$ cat config.mk
export PLATFORM = sky130hd
export DESIGN_NAME = exp_taylor_range_reduced_top_flat
export DESIGN_NICKNAME = d
export VERILOG_FILES = /design/src/rtl/etrr_pkg.sv /design/src/rtl/etrr_if.sv /design/src/rtl/etrr_div.sv /design/src/rtl/etrr_ctrl.sv /design/src/rtl/etrr_datapath.sv /design/src/rtl/exp_taylor_range_reduced_top.sv /design/src/flat_wrapper.sv
export VERILOG_INCLUDE_DIRS = /design/src /design/src/rtl
export SDC_FILE = /design/constraint.sdc
export NUM_CORES = 2
export LEC_CHECK = 0
export BUFFER_PORTS_ARGS = -buffer_cell sky130_fd_sc_hd__buf_2
export CORE_ASPECT_RATIO = 1.75
export CORE_MARGIN = 4
export CORE_UTILIZATION = 30
export DETAILED_ROUTE_END_ITERATION = 6
export GPL_ROUTABILITY_DRIVEN = 1
export PLACE_DENSITY_LB_ADDON = 0.3
export SYNTH_ARGS = -nofsm -noshare
export SYNTH_HDL_FRONTEND = slang
export SYNTH_SLANG_ARGS = --single-unit
$ cat constraint.sdc
create_clock -name clk -period 26.1 [get_ports clk]
set_input_delay 1.305 -clock clk [delete_from_list [all_inputs] [get_ports clk]]
set_output_delay 1.305 -clock clk [all_outputs]
set_load 0.02 [all_outputs]
$ cat src/rtl/exp_taylor_range_reduced_top_macros.svh
// Assertion macros shared by the exponential block's RTL files.
// The macros sample on clk and are disabled while rst_n is low.
`ifndef EXP_TAYLOR_RANGE_REDUCED_TOP_MACROS_SVH
`define EXP_TAYLOR_RANGE_REDUCED_TOP_MACROS_SVH

// Check cons in the same cycle as ante.
`define ETRR_ASSERT_NOW(label, ante, cons, msg) \
  label: assert property (@(posedge clk) disable iff (!rst_n) (ante) |-> (cons)) \
    else $error(msg);

// Check cons in the cycle after ante.
`define ETRR_ASSERT_NEXT(label, ante, cons, msg) \
  label: assert property (@(posedge clk) disable iff (!rst_n) (ante) |=> (cons)) \
    else $error(msg);

`endif

$ cat src/rtl/etrr_pkg.sv
// Package for the range-reduced Taylor exponential: widths, codes, command and
// status structs, FSM states and the e^n table function. No dependencies.
package etrr_pkg;

  localparam int FRAC_BITS_DEF = 16;
  localparam int INT_RANGE_DEF = 8;

  // Q2.30 working format
  localparam int Q = 30;
  localparam int OUT_FRAC = 20;
  localparam logic [63:0] E_Q30 = 64'd2918732889;
  localparam logic [63:0] E_INV_Q30 = ((64'd1 << 60) + E_Q30 / 64'd2) / E_Q30;

  localparam int MT_W       = 6;
  localparam int TOL_W      = 31;
  localparam int CFG_IDX_W  = 1;
  localparam int CFG_DATA_W = 31;
  localparam logic [MT_W-1:0]  MT_RESET  = 6'd63;
  localparam logic [TOL_W-1:0] TOL_RESET = 31'd1;

  localparam logic [CFG_IDX_W-1:0] CFG_MAX_TERMS = 1'd0;
  localparam logic [CFG_IDX_W-1:0] CFG_STOP_TOL  = 1'd1;

  localparam int TERM_W  = 31;  // term magnitude, up to 2^30
  localparam int ZMAG_W  = 30;  // |z| up to 2^29
  localparam int A_W     = 30;  // dividend of the divide by k
  localparam int SUM_W   = 33;  // signed partial sum
  localparam int E0_W    = 46;  // e^n in Q30, n up to 11
  localparam int MUL_W   = 32;
  localparam int FRAC_W  = 34;  // rounded low partial product
  localparam int PROD_W  = 48;  // e^n * sum in Q30
  localparam int EXP_W   = 32;
  localparam int COUNT_W = 7;

  localparam int DIV_BITS  = 3;
  localparam int DIV_STEPS = A_W / DIV_BITS;
  localparam int DIV_CNT_W = $clog2(DIV_STEPS);

  typedef enum logic [1:0] {
    MUL_NONE,
    MUL_TERM,
    MUL_LO,
    MUL_HI
  } mul_op_t;

  typedef enum logic [3:0] {
    S_IDLE,
    S_TERM_ADD,
    S_TERM_MUL,
    S_TERM_SCALE,
    S_TERM_DIV,
    S_FIN_LO,
    S_FIN_HI,
    S_FIN_SUM,
    S_FIN_OUT
  } etrr_state_t;

  typedef struct packed {
    logic    load;
    logic    term_add;
    logic    k_inc;
    logic    div_start;
    logic    term_load;
    mul_op_t mul_op;
    logic    frac_load;
    logic    prod_load;
    logic    out_load;
  } etrr_cmd_t;

  typedef struct packed {
    logic mt_zero;
    logic below_tol;
    logic k_at_max;
    logic div_done;
  } etrr_status_t;

  // e^n in Q30 as |n| successive products, each rounded half up to Q30.
  function automatic logic [E0_W-1:0] exp_int_q30(input int n);
    logic [63:0] p;
    logic [63:0] base;
    logic [63:0] hi;
    logic [63:0] lo;
    int          cnt;
    p    = 64'd1 << Q;
    base = (n >= 0) ? E_Q30 : E_INV_Q30;
    cnt  = (n < 0) ? -n : n;
    for (int i = 0; i < cnt; i++) begin
      hi = p >> Q;
      lo = p & ((64'd1 << Q) - 64'd1);
      p  = hi * base + ((lo * base + (64'd1 << (Q - 1))) >> Q);
    end
    return p[E0_W-1:0];
  endfunction

endpackage

$ cat src/rtl/etrr_if.sv
// Valid/ready channel interfaces for the exponential block: argument in,
// result out. Depends on etrr_pkg for default widths.
interface etrr_in_if #(
  parameter int X_W = etrr_pkg::FRAC_BITS_DEF + 5
);
  logic                  valid;
  logic                  ready;
  logic signed [X_W-1:0] x_value;

  modport source (output valid, output x_value, input ready);
  modport sink   (input valid, input x_value, output ready);
endinterface

interface etrr_out_if;
  logic                          valid;
  logic                          ready;
  logic [etrr_pkg::EXP_W-1:0]    exp_value;
  logic                          bad_term_count;
  logic [etrr_pkg::COUNT_W-1:0]  terms_summed;

  modport source (output valid, output exp_value, output bad_term_count,
                  output terms_summed, input ready);
  modport sink   (input valid, input exp_value, input bad_term_count,
                  input terms_summed, output ready);
endinterface

$ cat src/rtl/etrr_div.sv
// Iterative unsigned divider for the term update: quotient of a 30-bit value
// by the 6-bit index k, three bits a cycle. Depends on etrr_pkg and the macros.
`include "exp_taylor_range_reduced_top_macros.svh"

module etrr_div (
  input  logic                      clk,
  input  logic                      rst_n,
  input  logic                      start,
  input  logic [etrr_pkg::A_W-1:0]  dividend,
  input  logic [etrr_pkg::MT_W-1:0] divisor,
  output logic                      done,
  output logic [etrr_pkg::A_W-1:0]  quotient
);
  import etrr_pkg::*;

  logic [A_W-1:0]       quo_r, quo_nxt;
  logic [MT_W-1:0]      rem_r, rem_nxt;
  logic [DIV_CNT_W-1:0] cnt_r;
  logic                 busy_r;
  logic                 done_r;

  // Restoring steps; dividend bits shift out of quo as quotient bits shift in.
  always_comb begin
    logic [MT_W:0] trial;
    trial   = '0;
    quo_nxt = quo_r;
    rem_nxt = rem_r;
    for (int i = 0; i < DIV_BITS; i++) begin
      trial   = {rem_nxt, quo_nxt[A_W-1]};
      quo_nxt = {quo_nxt[A_W-2:0], 1'b0};
      if (trial >= {1'b0, divisor}) begin
        trial      = trial - {1'b0, divisor};
        quo_nxt[0] = 1'b1;
      end
      rem_nxt = trial[MT_W-1:0];
    end
  end

  always_ff @(posedge clk) begin
    if (!rst_n) begin
      busy_r <= 1'b0;
      done_r <= 1'b0;
      cnt_r  <= '0;
    end else begin
      done_r <= 1'b0;
      if (start) begin
        busy_r <= 1'b1;
        cnt_r  <= '0;
      end else if (busy_r) begin
        cnt_r <= cnt_r + DIV_CNT_W'(1);
        if (cnt_r == DIV_CNT_W'(DIV_STEPS - 1)) begin
          busy_r <= 1'b0;
          done_r <= 1'b1;
        end
      end
    end
  end

  always_ff @(posedge clk) begin
    if (start) begin
      quo_r <= dividend;
      rem_r <= '0;
    end else if (busy_r) begin
      quo_r <= quo_nxt;
      rem_r <= rem_nxt;
    end
  end

  assign done     = done_r;
  assign quotient = quo_r;

  `ETRR_ASSERT_NOW(a_div_start_free, start, !busy_r, "divider restarted while busy")
  `ETRR_ASSERT_NOW(a_div_done_end, done_r, $past(busy_r) && !busy_r, "done without a pass")
  `ETRR_ASSERT_NOW(a_div_cnt_fresh, $rose(busy_r), cnt_r == '0, "step count not cleared")

endmodule

$ cat src/rtl/etrr_ctrl.sv
// Controller FSM of the exponential block: sequences the term loop and the
// final scaling, and owns the channel handshakes. Depends on etrr_pkg, macros.
`include "exp_taylor_range_reduced_top_macros.svh"

module etrr_ctrl (
  input  logic                   clk,
  input  logic                   rst_n,
  input  logic                   in_valid,
  output logic                   in_ready,
  output logic                   out_valid,
  input  logic                   out_ready,
  input  etrr_pkg::etrr_status_t status,
  output etrr_pkg::etrr_cmd_t    cmd
);
  import etrr_pkg::*;

  etrr_state_t state_r, state_nxt;
  logic        out_valid_r;
  logic        slot_free;
  logic        series_stop;

  assign slot_free   = !out_valid_r || out_ready;
  assign series_stop = status.below_tol || status.k_at_max;

  always_comb begin
    state_nxt = state_r;
    unique case (state_r)
      S_IDLE: begin
        if (in_valid) state_nxt = status.mt_zero ? S_FIN_OUT : S_TERM_ADD;
      end
      S_TERM_ADD:   state_nxt = series_stop ? S_FIN_LO : S_TERM_MUL;
      S_TERM_MUL:   state_nxt = S_TERM_SCALE;
      S_TERM_SCALE: state_nxt = S_TERM_DIV;
      S_TERM_DIV: begin
        if (status.div_done) state_nxt = S_TERM_ADD;
      end
      S_FIN_LO:  state_nxt = S_FIN_HI;
      S_FIN_HI:  state_nxt = S_FIN_SUM;
      S_FIN_SUM: state_nxt = S_FIN_OUT;
      S_FIN_OUT: begin
        if (slot_free) state_nxt = S_IDLE;
      end
      default:   state_nxt = S_IDLE;
    endcase
  end

  always_comb begin
    cmd = '0;
    unique case (state_r)
      S_IDLE:       cmd.load = in_valid;
      S_TERM_ADD: begin
        cmd.term_add = 1'b1;
        cmd.k_inc    = !series_stop;
      end
      S_TERM_MUL:   cmd.mul_op = MUL_TERM;
      S_TERM_SCALE: cmd.div_start = 1'b1;
      S_TERM_DIV:   cmd.term_load = status.div_done;
      S_FIN_LO:     cmd.mul_op = MUL_LO;
      S_FIN_HI: begin
        cmd.mul_op    = MUL_HI;
        cmd.frac_load = 1'b1;
      end
      S_FIN_SUM:    cmd.prod_load = 1'b1;
      S_FIN_OUT:    cmd.out_load = slot_free;
      default:      cmd = '0;
    endcase
  end

  always_ff @(posedge clk) begin
    if (!rst_n) begin
      state_r     <= S_IDLE;
      out_valid_r <= 1'b0;
    end else begin
      state_r <= state_nxt;
      priority if (cmd.out_load) out_valid_r <= 1'b1;
      else if (out_ready)        out_valid_r <= 1'b0;
      else                       out_valid_r <= out_valid_r;
    end
  end

  assign in_ready  = (state_r == S_IDLE);
  assign out_valid = out_valid_r;

  `ETRR_ASSERT_NOW(a_out_slot_free, cmd.out_load, !out_valid_r || out_ready, "result lost")
  `ETRR_ASSERT_NEXT(a_accept_busy, in_valid && in_ready, state_r != S_IDLE, "accept ignored")
  `ETRR_ASSERT_NEXT(a_term_then_add, cmd.term_load, state_r == S_TERM_ADD, "term not summed")

endmodule

$ cat src/rtl/etrr_datapath.sv
// Datapath of the exponential block: config registers, range reduction, one
// shared 32x32 multiplier, term/sum registers, final scaling and result
// register. Depends on etrr_pkg and etrr_div.
module etrr_datapath #(
  parameter int FRAC_BITS = etrr_pkg::FRAC_BITS_DEF,
  parameter int INT_RANGE = etrr_pkg::INT_RANGE_DEF
) (
  input  logic                            clk,
  input  logic                            rst_n,
  input  logic                            cfg_we,
  input  logic [etrr_pkg::CFG_IDX_W-1:0]  cfg_index,
  input  logic [etrr_pkg::CFG_DATA_W-1:0] cfg_data,
  input  logic signed [FRAC_BITS+4:0]     in_x,
  input  etrr_pkg::etrr_cmd_t             cmd,
  output etrr_pkg::etrr_status_t          status,
  output logic [etrr_pkg::EXP_W-1:0]      out_exp,
  output logic                            out_bad,
  output logic [etrr_pkg::COUNT_W-1:0]    out_terms
);
  import etrr_pkg::*;

  localparam int X_W   = FRAC_BITS + 5;
  localparam int N_W   = $clog2(INT_RANGE + 1);
  localparam int E0_N  = 2 * INT_RANGE + 1;
  localparam int IDX_W = $clog2(E0_N);
  localparam int RND_SH = Q - OUT_FRAC;
  localparam logic signed [X_W-1:0] X_LIM = X_W'(INT_RANGE * (2 ** FRAC_BITS));

  // configuration
  logic [MT_W-1:0]  max_terms_r;
  logic [TOL_W-1:0] tol_r;

  always_ff @(posedge clk) begin
    if (!rst_n) begin
      max_terms_r <= MT_RESET;
      tol_r       <= TOL_RESET;
    end else if (cfg_we) begin
      unique case (cfg_index)
        CFG_MAX_TERMS: max_terms_r <= cfg_data[MT_W-1:0];
        CFG_STOP_TOL:  tol_r       <= cfg_data[TOL_W-1:0];
        default:       ;
      endcase
    end
  end

  // e^n table, indexed by n + INT_RANGE
  logic [E0_W-1:0] e0_tbl [E0_N];
  for (genvar g = 0; g < E0_N; g++) begin : g_e0
    localparam logic [E0_W-1:0] E0_VAL = exp_int_q30(g - INT_RANGE);
    assign e0_tbl[g] = E0_VAL;
  end

  // range reduction: x0 = round half away from zero, z = x - x0
  logic signed [X_W-1:0]  x_sat;
  logic                   x_neg;
  logic [X_W-1:0]         x_mag;
  logic [FRAC_BITS-1:0]   frac;
  logic                   round_up;
  logic [N_W-1:0]         n_int;
  logic [FRAC_BITS-1:0]   r_mag;
  logic                   z_neg_nxt;
  logic [IDX_W-1:0]       e0_idx;

  always_comb begin
    if (in_x > X_LIM)       x_sat = X_LIM;
    else if (in_x < -X_LIM) x_sat = -X_LIM;
    else                    x_sat = in_x;
    x_neg     = x_sat[X_W-1];
    x_mag     = x_neg ? X_W'(-x_sat) : X_W'(x_sat);
    frac      = x_mag[FRAC_BITS-1:0];
    round_up  = frac[FRAC_BITS-1];
    n_int     = x_mag[FRAC_BITS +: N_W] + N_W'(round_up);
    r_mag     = round_up ? (~frac + FRAC_BITS'(1)) : frac;
    z_neg_nxt = (r_mag != '0) && (round_up ^ x_neg);
    e0_idx    = x_neg ? (IDX_W'(INT_RANGE) - IDX_W'(n_int))
                      : (IDX_W'(INT_RANGE) + IDX_W'(n_int));
  end

  // series state
  logic                      err_r;
  logic                      z_neg_r;
  logic [ZMAG_W-1:0]         zmag_r;
  logic [E0_W-1:0]           e0_r;
  logic [TERM_W-1:0]         tmag_r;
  logic                      tneg_r;
  logic signed [SUM_W-1:0]   sum_r, sum_nxt;
  logic signed [SUM_W-1:0]   term_ext;
  logic [MT_W-1:0]           k_r;
  logic [COUNT_W-1:0]        count_r;

  // shared multiplier
  logic [MUL_W-1:0]   mul_a, mul_b;
  logic [2*MUL_W-1:0] mul_r;
  logic [MUL_W-1:0]   sum_pos;

  // final scaling
  logic [2*MUL_W-1:0] scaled, frac_full;
  logic [A_W-1:0]     div_q;
  logic               div_done;
  logic [FRAC_W-1:0]  frac_r;
  logic [PROD_W-1:0]  prod_r, prod_nxt;
  logic [PROD_W:0]    round_sum;
  logic [PROD_W-RND_SH:0] res_w;
  logic [EXP_W-1:0]   res_sat;

  assign term_ext = {{(SUM_W-TERM_W){1'b0}}, tmag_r};
  assign sum_nxt  = tneg_r ? (sum_r - term_ext) : (sum_r + term_ext);
  assign sum_pos  = sum_r[SUM_W-1] ? '0 : sum_r[MUL_W-1:0];

  always_comb begin
    unique case (cmd.mul_op)
      MUL_TERM: begin
        mul_a = MUL_W'(tmag_r);
        mul_b = MUL_W'(zmag_r);
      end
      MUL_LO: begin
        mul_a = MUL_W'(e0_r[Q-1:0]);
        mul_b = sum_pos;
      end
      MUL_HI: begin
        mul_a = MUL_W'(e0_r[E0_W-1:Q]);
        mul_b = sum_pos;
      end
      default: begin
        mul_a = '0;
        mul_b = '0;
      end
    endcase
  end

  // round(t*z / (k*2^30)) = floor(floor((t*z + k*2^29) / 2^30) / k)
  assign scaled    = mul_r + ((2*MUL_W)'(k_r) << (Q - 1));
  assign frac_full = mul_r + ((2*MUL_W)'(1) << (Q - 1));
  assign prod_nxt  = mul_r[PROD_W-1:0] + {{(PROD_W-FRAC_W){1'b0}}, frac_r};
  assign round_sum = {1'b0, prod_r} + (PROD_W+1)'(1 << (RND_SH - 1));
  assign res_w     = round_sum[PROD_W:RND_SH];
  assign res_sat   = (|res_w[PROD_W-RND_SH:EXP_W]) ? '1 : res_w[EXP_W-1:0];

  etrr_div u_div (
    .clk      (clk),
    .rst_n    (rst_n),
    .start    (cmd.div_start),
    .dividend (scaled[Q +: A_W]),
    .divisor  (k_r),
    .done     (div_done),
    .quotient (div_q)
  );

  always_ff @(posedge clk) begin
    if (cmd.load) begin
      err_r   <= (max_terms_r == '0);
      z_neg_r <= z_neg_nxt;
      zmag_r  <= {r_mag, {(ZMAG_W-FRAC_BITS){1'b0}}};
      e0_r    <= e0_tbl[e0_idx];
      tmag_r  <= TERM_W'(1) << Q;
      tneg_r  <= 1'b0;
      sum_r   <= '0;
      k_r     <= '0;
      count_r <= '0;
    end else begin
      if (cmd.term_add) begin
        sum_r   <= sum_nxt;
        count_r <= count_r + COUNT_W'(1);
      end
      if (cmd.k_inc) k_r <= k_r + MT_W'(1);
      if (cmd.term_load) begin
        tmag_r <= {1'b0, div_q};
        tneg_r <= tneg_r ^ z_neg_r;
      end
    end
    if (cmd.mul_op != MUL_NONE) mul_r <= mul_a * mul_b;
    if (cmd.frac_load) frac_r <= frac_full[Q +: FRAC_W];
    if (cmd.prod_load) prod_r <= prod_nxt;
  end

  // result register
  logic [EXP_W-1:0]   out_exp_r;
  logic               out_bad_r;
  logic [COUNT_W-1:0] out_terms_r;

  always_ff @(posedge clk) begin
    if (cmd.out_load) begin
      out_exp_r   <= err_r ? '0 : res_sat;
      out_bad_r   <= err_r;
      out_terms_r <= count_r;
    end
  end

  assign out_exp   = out_exp_r;
  assign out_bad   = out_bad_r;
  assign out_terms = out_terms_r;

  assign status.mt_zero   = (max_terms_r == '0);
  assign status.below_tol = (tmag_r < tol_r);
  assign status.k_at_max  = (k_r == max_terms_r);
  assign status.div_done  = div_done;

endmodule

$ cat src/rtl/exp_taylor_range_reduced_top.sv
// Top level of the range-reduced Taylor exponential, e^x in Q12.20.
// Depends on etrr_pkg, etrr_if, etrr_ctrl, etrr_datapath (and etrr_div).
//
// Usage:
//   in_ch  (valid/ready): x_value, signed Q4.FRAC_BITS; values past
//          +-INT_RANGE saturate. A transaction is taken only while idle.
//   out_ch (valid/ready): exp_value (Q12.20, saturating at all ones),
//          bad_term_count (max_terms was zero), terms_summed.
//   cfg_*: write port, index 0 = max_terms, 1 = stop_tolerance (Q1.30);
//          write only while no item is in flight.
// A new item enters only once the last one has reached the result register;
// each term runs the add, the multiply, the scale step and the divide by k
// (3 quotient bits a cycle). With the reset tolerance, T = terms_summed is
// about 11 for |z| near one half. A max_terms of zero skips the series and
// gives the error result.
// Reset: max_terms = 63, stop_tolerance = 1, both channels empty.
// Stall: the result register holds a finished transaction while out_ch is
// blocked; the next item is still taken and runs up to its final stage,
// then waits there for the register to drain.
module exp_taylor_range_reduced_top #(
  parameter int FRAC_BITS = etrr_pkg::FRAC_BITS_DEF,
  parameter int INT_RANGE = etrr_pkg::INT_RANGE_DEF
) (
  input  logic                            clk,
  input  logic                            rst_n,
  etrr_in_if.sink                         in_ch,
  etrr_out_if.source                      out_ch,
  input  logic                            cfg_we,
  input  logic [etrr_pkg::CFG_IDX_W-1:0]  cfg_index,
  input  logic [etrr_pkg::CFG_DATA_W-1:0] cfg_data
);
  import etrr_pkg::*;

  etrr_cmd_t    cmd;
  etrr_status_t status;

  // FSM: handshakes and sequencing
  etrr_ctrl u_ctrl (
    .clk       (clk),
    .rst_n     (rst_n),
    .in_valid  (in_ch.valid),
    .in_ready  (in_ch.ready),
    .out_valid (out_ch.valid),
    .out_ready (out_ch.ready),
    .status    (status),
    .cmd       (cmd)
  );

  // arithmetic, config registers and result register
  etrr_datapath #(
    .FRAC_BITS (FRAC_BITS),
    .INT_RANGE (INT_RANGE)
  ) u_dp (
    .clk       (clk),
    .rst_n     (rst_n),
    .cfg_we    (cfg_we),
    .cfg_index (cfg_index),
    .cfg_data  (cfg_data),
    .in_x      (in_ch.x_value),
    .cmd       (cmd),
    .status    (status),
    .out_exp   (out_ch.exp_value),
    .out_bad   (out_ch.bad_term_count),
    .out_terms (out_ch.terms_summed)
  );

endmodule

$ cat src/flat_wrapper.sv
// flat-port wrapper written by rule: the top's interface ports become plain ports
module exp_taylor_range_reduced_top_flat import etrr_pkg::*;
#(
  parameter int FRAC_BITS = etrr_pkg::FRAC_BITS_DEF,
  parameter int INT_RANGE = etrr_pkg::INT_RANGE_DEF
)
  (clk, rst_n, cfg_we, cfg_index, cfg_data, in_ch_valid, in_ch_x_value, in_ch_ready, out_ch_valid, out_ch_exp_value, out_ch_bad_term_count, out_ch_terms_summed, out_ch_ready);
  etrr_in_if #(.X_W(((etrr_pkg::FRAC_BITS_DEF) + 5))) in_ch_i ();
  etrr_out_if out_ch_i ();
  input  logic clk;
  input  logic rst_n;
  input  logic cfg_we;
  input  logic [etrr_pkg::CFG_IDX_W-1:0] cfg_index;
  input  logic [etrr_pkg::CFG_DATA_W-1:0] cfg_data;
  input wire logic [$bits(in_ch_i.valid)-1:0] in_ch_valid;
  input wire logic [$bits(in_ch_i.x_value)-1:0] in_ch_x_value;
  output wire logic [$bits(in_ch_i.ready)-1:0] in_ch_ready;
  output wire logic [$bits(out_ch_i.valid)-1:0] out_ch_valid;
  output wire logic [$bits(out_ch_i.exp_value)-1:0] out_ch_exp_value;
  output wire logic [$bits(out_ch_i.bad_term_count)-1:0] out_ch_bad_term_count;
  output wire logic [$bits(out_ch_i.terms_summed)-1:0] out_ch_terms_summed;
  input wire logic [$bits(out_ch_i.ready)-1:0] out_ch_ready;
  assign in_ch_i.valid = in_ch_valid;
  assign in_ch_i.x_value = in_ch_x_value;
  assign in_ch_ready = in_ch_i.ready;
  assign out_ch_valid = out_ch_i.valid;
  assign out_ch_exp_value = out_ch_i.exp_value;
  assign out_ch_bad_term_count = out_ch_i.bad_term_count;
  assign out_ch_terms_summed = out_ch_i.terms_summed;
  assign out_ch_i.ready = out_ch_ready;
  exp_taylor_range_reduced_top #(.FRAC_BITS(FRAC_BITS), .INT_RANGE(INT_RANGE)) u_core (.clk(clk), .rst_n(rst_n), .in_ch(in_ch_i), .out_ch(out_ch_i), .cfg_we(cfg_we), .cfg_index(cfg_index), .cfg_data(cfg_data));
endmodule
* Word-level counts from Yosys, hierarchy flattened
Memories as Yosys holds them, arrays and structs flattened. A register that Yosys moved wholly into a read port is not among the register bits. Index checks and enable logic that the tools add are counted.
Word-level totals: input port bits 58, output and inout port bits 42, bits in latches 0, memory bits (writable) 0, memories kept 1, register bits 366, word-level logic and storage cells 127, ROM bits 1472
Memories:
- (no name shown) | depth 32, bits a word 46, read ports 1, clocked after memory_dff 1, wr ports 0, line etrr_datapath.sv:154 | e0_r <= e0_tbl[e0_idx];
Cells by class: div/mod/pow operators 0, multiply operators 1, muxes and demuxes 38, bitwise gates (word level) 7, $add $sub $neg 17, reductions and logical operators 18, shift-type cells 0, eq/ne operators 16, order comparisons 6
Operators with widths (number):
- one-hot mux 31 bit (3 select lines) | 1
- adder 64 x 30 -> 64 bit, second input constant | 1
- multiplier 32 x 32 -> 64 bit | 1
- two-way mux 32 bit | 2
- one-hot mux 32 bit (2 select lines) | 1
- adder 60 x 35 -> 60 bit | 1
- two-way mux 30 bit | 2
- adder 48 x 10 -> 49 bit, second input constant | 1
- adder 48 x 34 -> 48 bit | 1
- two-way mux 21 bit | 2
- one-hot mux 4 bit (9 select lines) | 1
- adder 33 x 32 -> 33 bit | 1
- two-way mux 33 bit | 1
- subtractor 33 x 32 -> 33 bit | 1
- less-than comparator 31 bit | 1
- greater-or-equal comparator 7 x 6 -> 1 bit | 3
- greater-than comparator 21 bit, second input constant | 1
- less-than comparator 21 x 20 -> 1 bit, second input constant | 1
- two-way mux 20 bit | 1
- negation 20 bit | 1
- two-way mux 6 bit | 3
- subtractor 6 bit | 3
- adder 16 x 1 -> 16 bit, second input constant | 1
- == test 4 x 3 -> 1 bit, second input constant | 4
- other kinds (36) | 67

* Logic depth before layout (Yosys ltp)
word-level depth 10, depth in mapped cells 39, mapped depth without buffers 33

* Hierarchy
Synthesis repeated with hierarchy kept, for this count alone.
Second synthesis, totals: cells, all modules 6048, area total of the unflattened synthesis 54921.4 µm²
By module, submodules not included:
- etrr_datapath | seq. area each 9328.9 µm², area an instance 51853.5 µm², instances 1, cells each 5767
- etrr_div | seq. area each 1141.1 µm², area an instance 2695.1 µm², instances 1, cells each 233
- etrr_ctrl | seq. area each 100.1 µm², area an instance 372.9 µm², instances 1, cells each 48

* Worst setup path before layout
Ideal clock, no wire load.
path type register to register, start register u_core.u_ctrl.state_r[1], end register u_core.u_dp.mul_r[45], data pin, setup slack 16253 ps, buffers on the path 4, data arrival time 9587 ps, clock period less this slack 9847 ps, stages on the path, launching flop included 33, path through dfxtp_1 -> clkbuf_1 -> nand2_1 -> nor3_1 -> clkbuf_1 -> and2_0 -> a221oi_1 -> clkbuf_1 -> nor2_1 -> fa_1 -> fa_1 -> fa_1 -> inv_1 -> fa_1 -> inv_1 -> fa_1 -> fa_1 -> fa_1 -> inv_1 -> fa_1 -> inv_1 -> ha_1 -> clkbuf_1 -> a21o_1 -> a221oi_1 -> o21ai_0 -> a221oi_1 -> or3b_1 -> a21oi_1 -> o311ai_1 -> a31o_2 -> a21oi_1 -> xnor2_1
On the way: longest elaborated chain between the ends 6, elaborated cells between the ends (all ways) 11, those cells by class 1 x mul; 6 x eq/ne; 3 x mux; 1 x reduce/logical
Ends and longest elaborated chain:
- start: declaration | line etrr_ctrl.sv:17 | etrr_state_t state_r, state_nxt;
- start signal: assignment | line etrr_ctrl.sv:74 | state_r <= state_nxt;
- == test 4 x 3 -> 1 bit or == test 4 x 2 -> 1 bit (tied branches) | line etrr_ctrl.sv:49 | unique case (state_r)
- one-hot mux 2 bit (3 select lines) (*) | line etrr_ctrl.sv:49
- == test 2 bit | line etrr_datapath.sv:111 | unique case (cmd.mul_op)
- OR reduction 2 bit (no line)
- one-hot mux 32 bit (2 select lines) | line etrr_datapath.sv:111
- multiplier 32 x 32 -> 64 bit (*) | line etrr_datapath.sv:171 | if (cmd.mul_op != MUL_NONE) mul_r <= mul_a * mul_b;
- end signal: assignment | line etrr_datapath.sv:171
- end: declaration | line etrr_datapath.sv:93 | logic [2*MUL_W-1:0] mul_r;
Every way passes the cells marked *; elsewhere a longest branch is shown, timed or not. A chain may end at the register's enable or synchronous reset.

* Worst setup path in the final report
start register u_core.u_ctrl.state_r[0], end register u_core.u_dp.mul_r[56], data pin
The elaborated chain is that of the path after synthesis.

==> metrics.yaml <==
status: "finished, violations left"
violations: "max-slew violations"
grt_pass1_wl_um: 301600
top_usage_layer: "met2"
power_density_mw_per_mm2: 39.82
p_switching_uw: 902.7
grt_max_degree: 83
min_period_ns: 12.09
clockPowerShare_pct: 27.1
whs_path_depth: 0
timing.final.hold_violations: 0
ys_async_sr_fraction_pct: 0
drcViolationCount: 0
cp.required_ns: 26.54
cap_violations: 0
drt_wl_total_um: 204200
gp_congestion: 0.9424
root_buffer: "clkbuf_16"
netlist_instances: 6081
cp-end-kind: "flop"
ys_ff_latch: 396
dp_hpwl_um: 163100
pre_cts_ws_ns: 14.04
cts_hold_buffers: 0
crit_top_cell: "fa_1"
start_util_pct: 30.20
power.leakage_uw: 0.02583
slowest_stage: "and2_0"
synth.distinct_cells: 91
finalCritPeriodShare_pct: 46.32
final_area_mm2: 0.05925
max_freq_mhz: 82.71
drtIter0Drc: 2873
io_pins: 100
use_met1_pct: 20.34
ctsResizeCount: 0
grt-ovfl-total: 0
via_per_inst: 5.184
placed_area_mm2: 0.05781
cts_made_buffers: 41
clk_pin_slew_ns: 0.06
use_met2_pct: 40.38
place_inst: 8389
synth_ff_type: "edfxtp_1"
hp-class: "reg -> reg"
p_comb_share_pct: 37.7
first_pass_iters: 6
fin_cells: 8470
nets: 7372
grt_pass1_vias: 47220
routedWlPerCell_um: 24.11
rows: 206
fin_skew_ns: 0.02833
slew_headroom_pct: -1.944
tns_ns: 0
rsz0062_at_grt: "no"
cts_tree: "yes"
vias: 43910
cts-htree-levels: 2
layout_common_cells: "inv_1, nand2_1, fa_1"
io_buffers: 99
crit_fanout: 67
peakVddDrop_mv: 0.07152
cts.sinks: 396
drv_slew: 10
path_class: "reg -> reg"
seq_area_frac_synth_pct: 19.40
yosysWarnings: 0
tightest_slew_ns: 1.529
met3_usage_pct: 2.668
setup_viol: 0
core_area_mm2: 0.1804
final_common_cell: "inv_1"
track_usage_pct: 21.71
nFillCells: 18800
die_y_um: 571.8
setup_ws_ns: 14.01
cp-start-kind: "flop"
avgSynthCellArea_um2: 8.959
dieWidth_um: 330.1
postRouteAntennaNets: 0
seqPwrFrac_pct: 35.1
swShare_pct: 38.26
holdWs_ns: 0.4593
worst_r2r_path_depth: 34
synth_area_mm2: 0.05448
cpPeakStageDelay_ns: 1.07
cts_setup_buffers: 0
area_growth_pct: 8.754
drive_gt1_share_pct: 5.599
synth_edf_count: 264
antenna_found_initial: 8
arrival_ns: 12.53
worstSkewPairLatency_ns: 0.62
power.internal_uw: 1457
die-area_mm2: 0.1888
clockBufferDepth: 3
==> power by group through the flow <==
stage	logic [uW]	clock network [uW]	registers, uW
floorplan	659	0	788
global placement	869	0	842
detailed placement	882	0	842
CTS	890	656	828
global route	986	678	831
finish	891	640	829
==> kinds of logic after synthesis <==
logic type / count (synthesis) / synth area share (%)
and+or+nand+nor: 1977 / 15.38
DFF: 396 / 19.40
xor gates and xnor gates: 269 / 4.350
muxes: 27 / 0.5236
AOI/OAI and AO/OA: 841 / 10.10
adders and majority gates: 1274 / 41.27
buffers and inverters: 1295 / 8.956
other: 2 / 0.01378
==> cells in the mapped netlist (17+ instances only) <==
cell type	count	area, um^2
a31oi_1	23	143.9
nand2b_1	34	212.7
o21ai_0	132	660.6
xor2_1	96	840.8
a22o_1	36	315.3
nor3_1	55	275.3
a211oi_1	29	217.7
nand2_1	933	3502
and2_1	35	219.0
nor4_1	17	106.4
a22oi_1	47	352.8
clkbuf_1	292	1096
and3_1	45	281.5
a21o_1	77	578.1
nand4_1	39	244.0
xnor2_1	172	1506
fa_1	872	17460
o21ai_1	19	95.09
o31ai_1	17	127.6
or3_1	17	106.4
ha_1	402	5030
dfxtp_1	132	2643
nand3_1	83	415.4
a21boi_0	36	270.3
edfxtp_1	264	7928
nor2b_1	33	206.5
nor2_1	631	2369
o21a_1	25	187.7
inv_1	980	3679
a21oi_1	260	1301
==> critical path, delay by kind of cell, from the launching register on <==
kind / cells / cell delay, ns
fa+ha+maj: 9 / 4.41
simple gates: 9 / 3.58
compound gates: 6 / 1.43
buf+inv: 9 / 1.40
flops: 1 / 0.58
mux: 1 / 0.39
==> layer usage <==
metal  share of wire [%]  routed length (um)  vias up
met5               0.013                  27        -
met4                  12               24500        4
met3                 4.8                9758      880
met2                  52              106100     1738
met1                  31               63820    22030
li1                    -                   -    19260
==> worst paths after layout <==
| check | startpoint | endpoint | slack, ns |
|---|---|---|---|
| worst max-delay path | u_core.u_ctrl.state_r[0] | u_core.u_dp.mul_r[56] | 14.01 |
| worst min-delay path | u_core.u_dp.count_r[6] | u_core.u_dp.out_terms[6] | 0.46 |
| worst max register to register | u_core.u_ctrl.state_r[0] | u_core.u_dp.mul_r[56] | 14.01 |
| worst min register to register | u_core.u_dp.count_r[6] | u_core.u_dp.out_terms[6] | 0.46 |
==> final cells by class <==
cell class                 instances  area, um^2  share of cell area (%)
multi-input combinational       4405       39210                   66.18
tap                             2392        2993                   5.051
timing repair buffer             211        1336                   2.255
inverter                         985        3702                   6.248
antenna                            5       12.51                 0.02112
clock buffer                      52        1107                   1.869
clock inverter                    24       319.1                  0.5385
sequential                       396       10570                   17.84
==> per-stage QoR <==
stage                     power, uW  util (%)
after CTS                      2374     32.83
after detailed placement       1724     32.04
after global placement         1711     32.04
after floorplan                1447         -
final                          2360     32.84
after global routing           2495     32.84
==> flip-flops by register name (all words and copies together), names as in the netlist, 16 cells and up <==
| name | count |
|---|---|
| u_core.u_dp.u_div.quotient | 30 |
| u_core.u_dp.tmag_r | 31 |
| u_core.u_dp.tol_r | 31 |
| u_core.u_dp.e0_r | 39 |
| u_core.u_dp.frac_r | 34 |
| u_core.u_dp.sum_r | 33 |
| u_core.u_dp.zmag_r | 16 |
| u_core.u_dp.out_exp | 32 |
| u_core.u_dp.prod_r | 39 |
| u_core.u_dp.mul_r | 64 |
(Power assumes the default switching activity.)
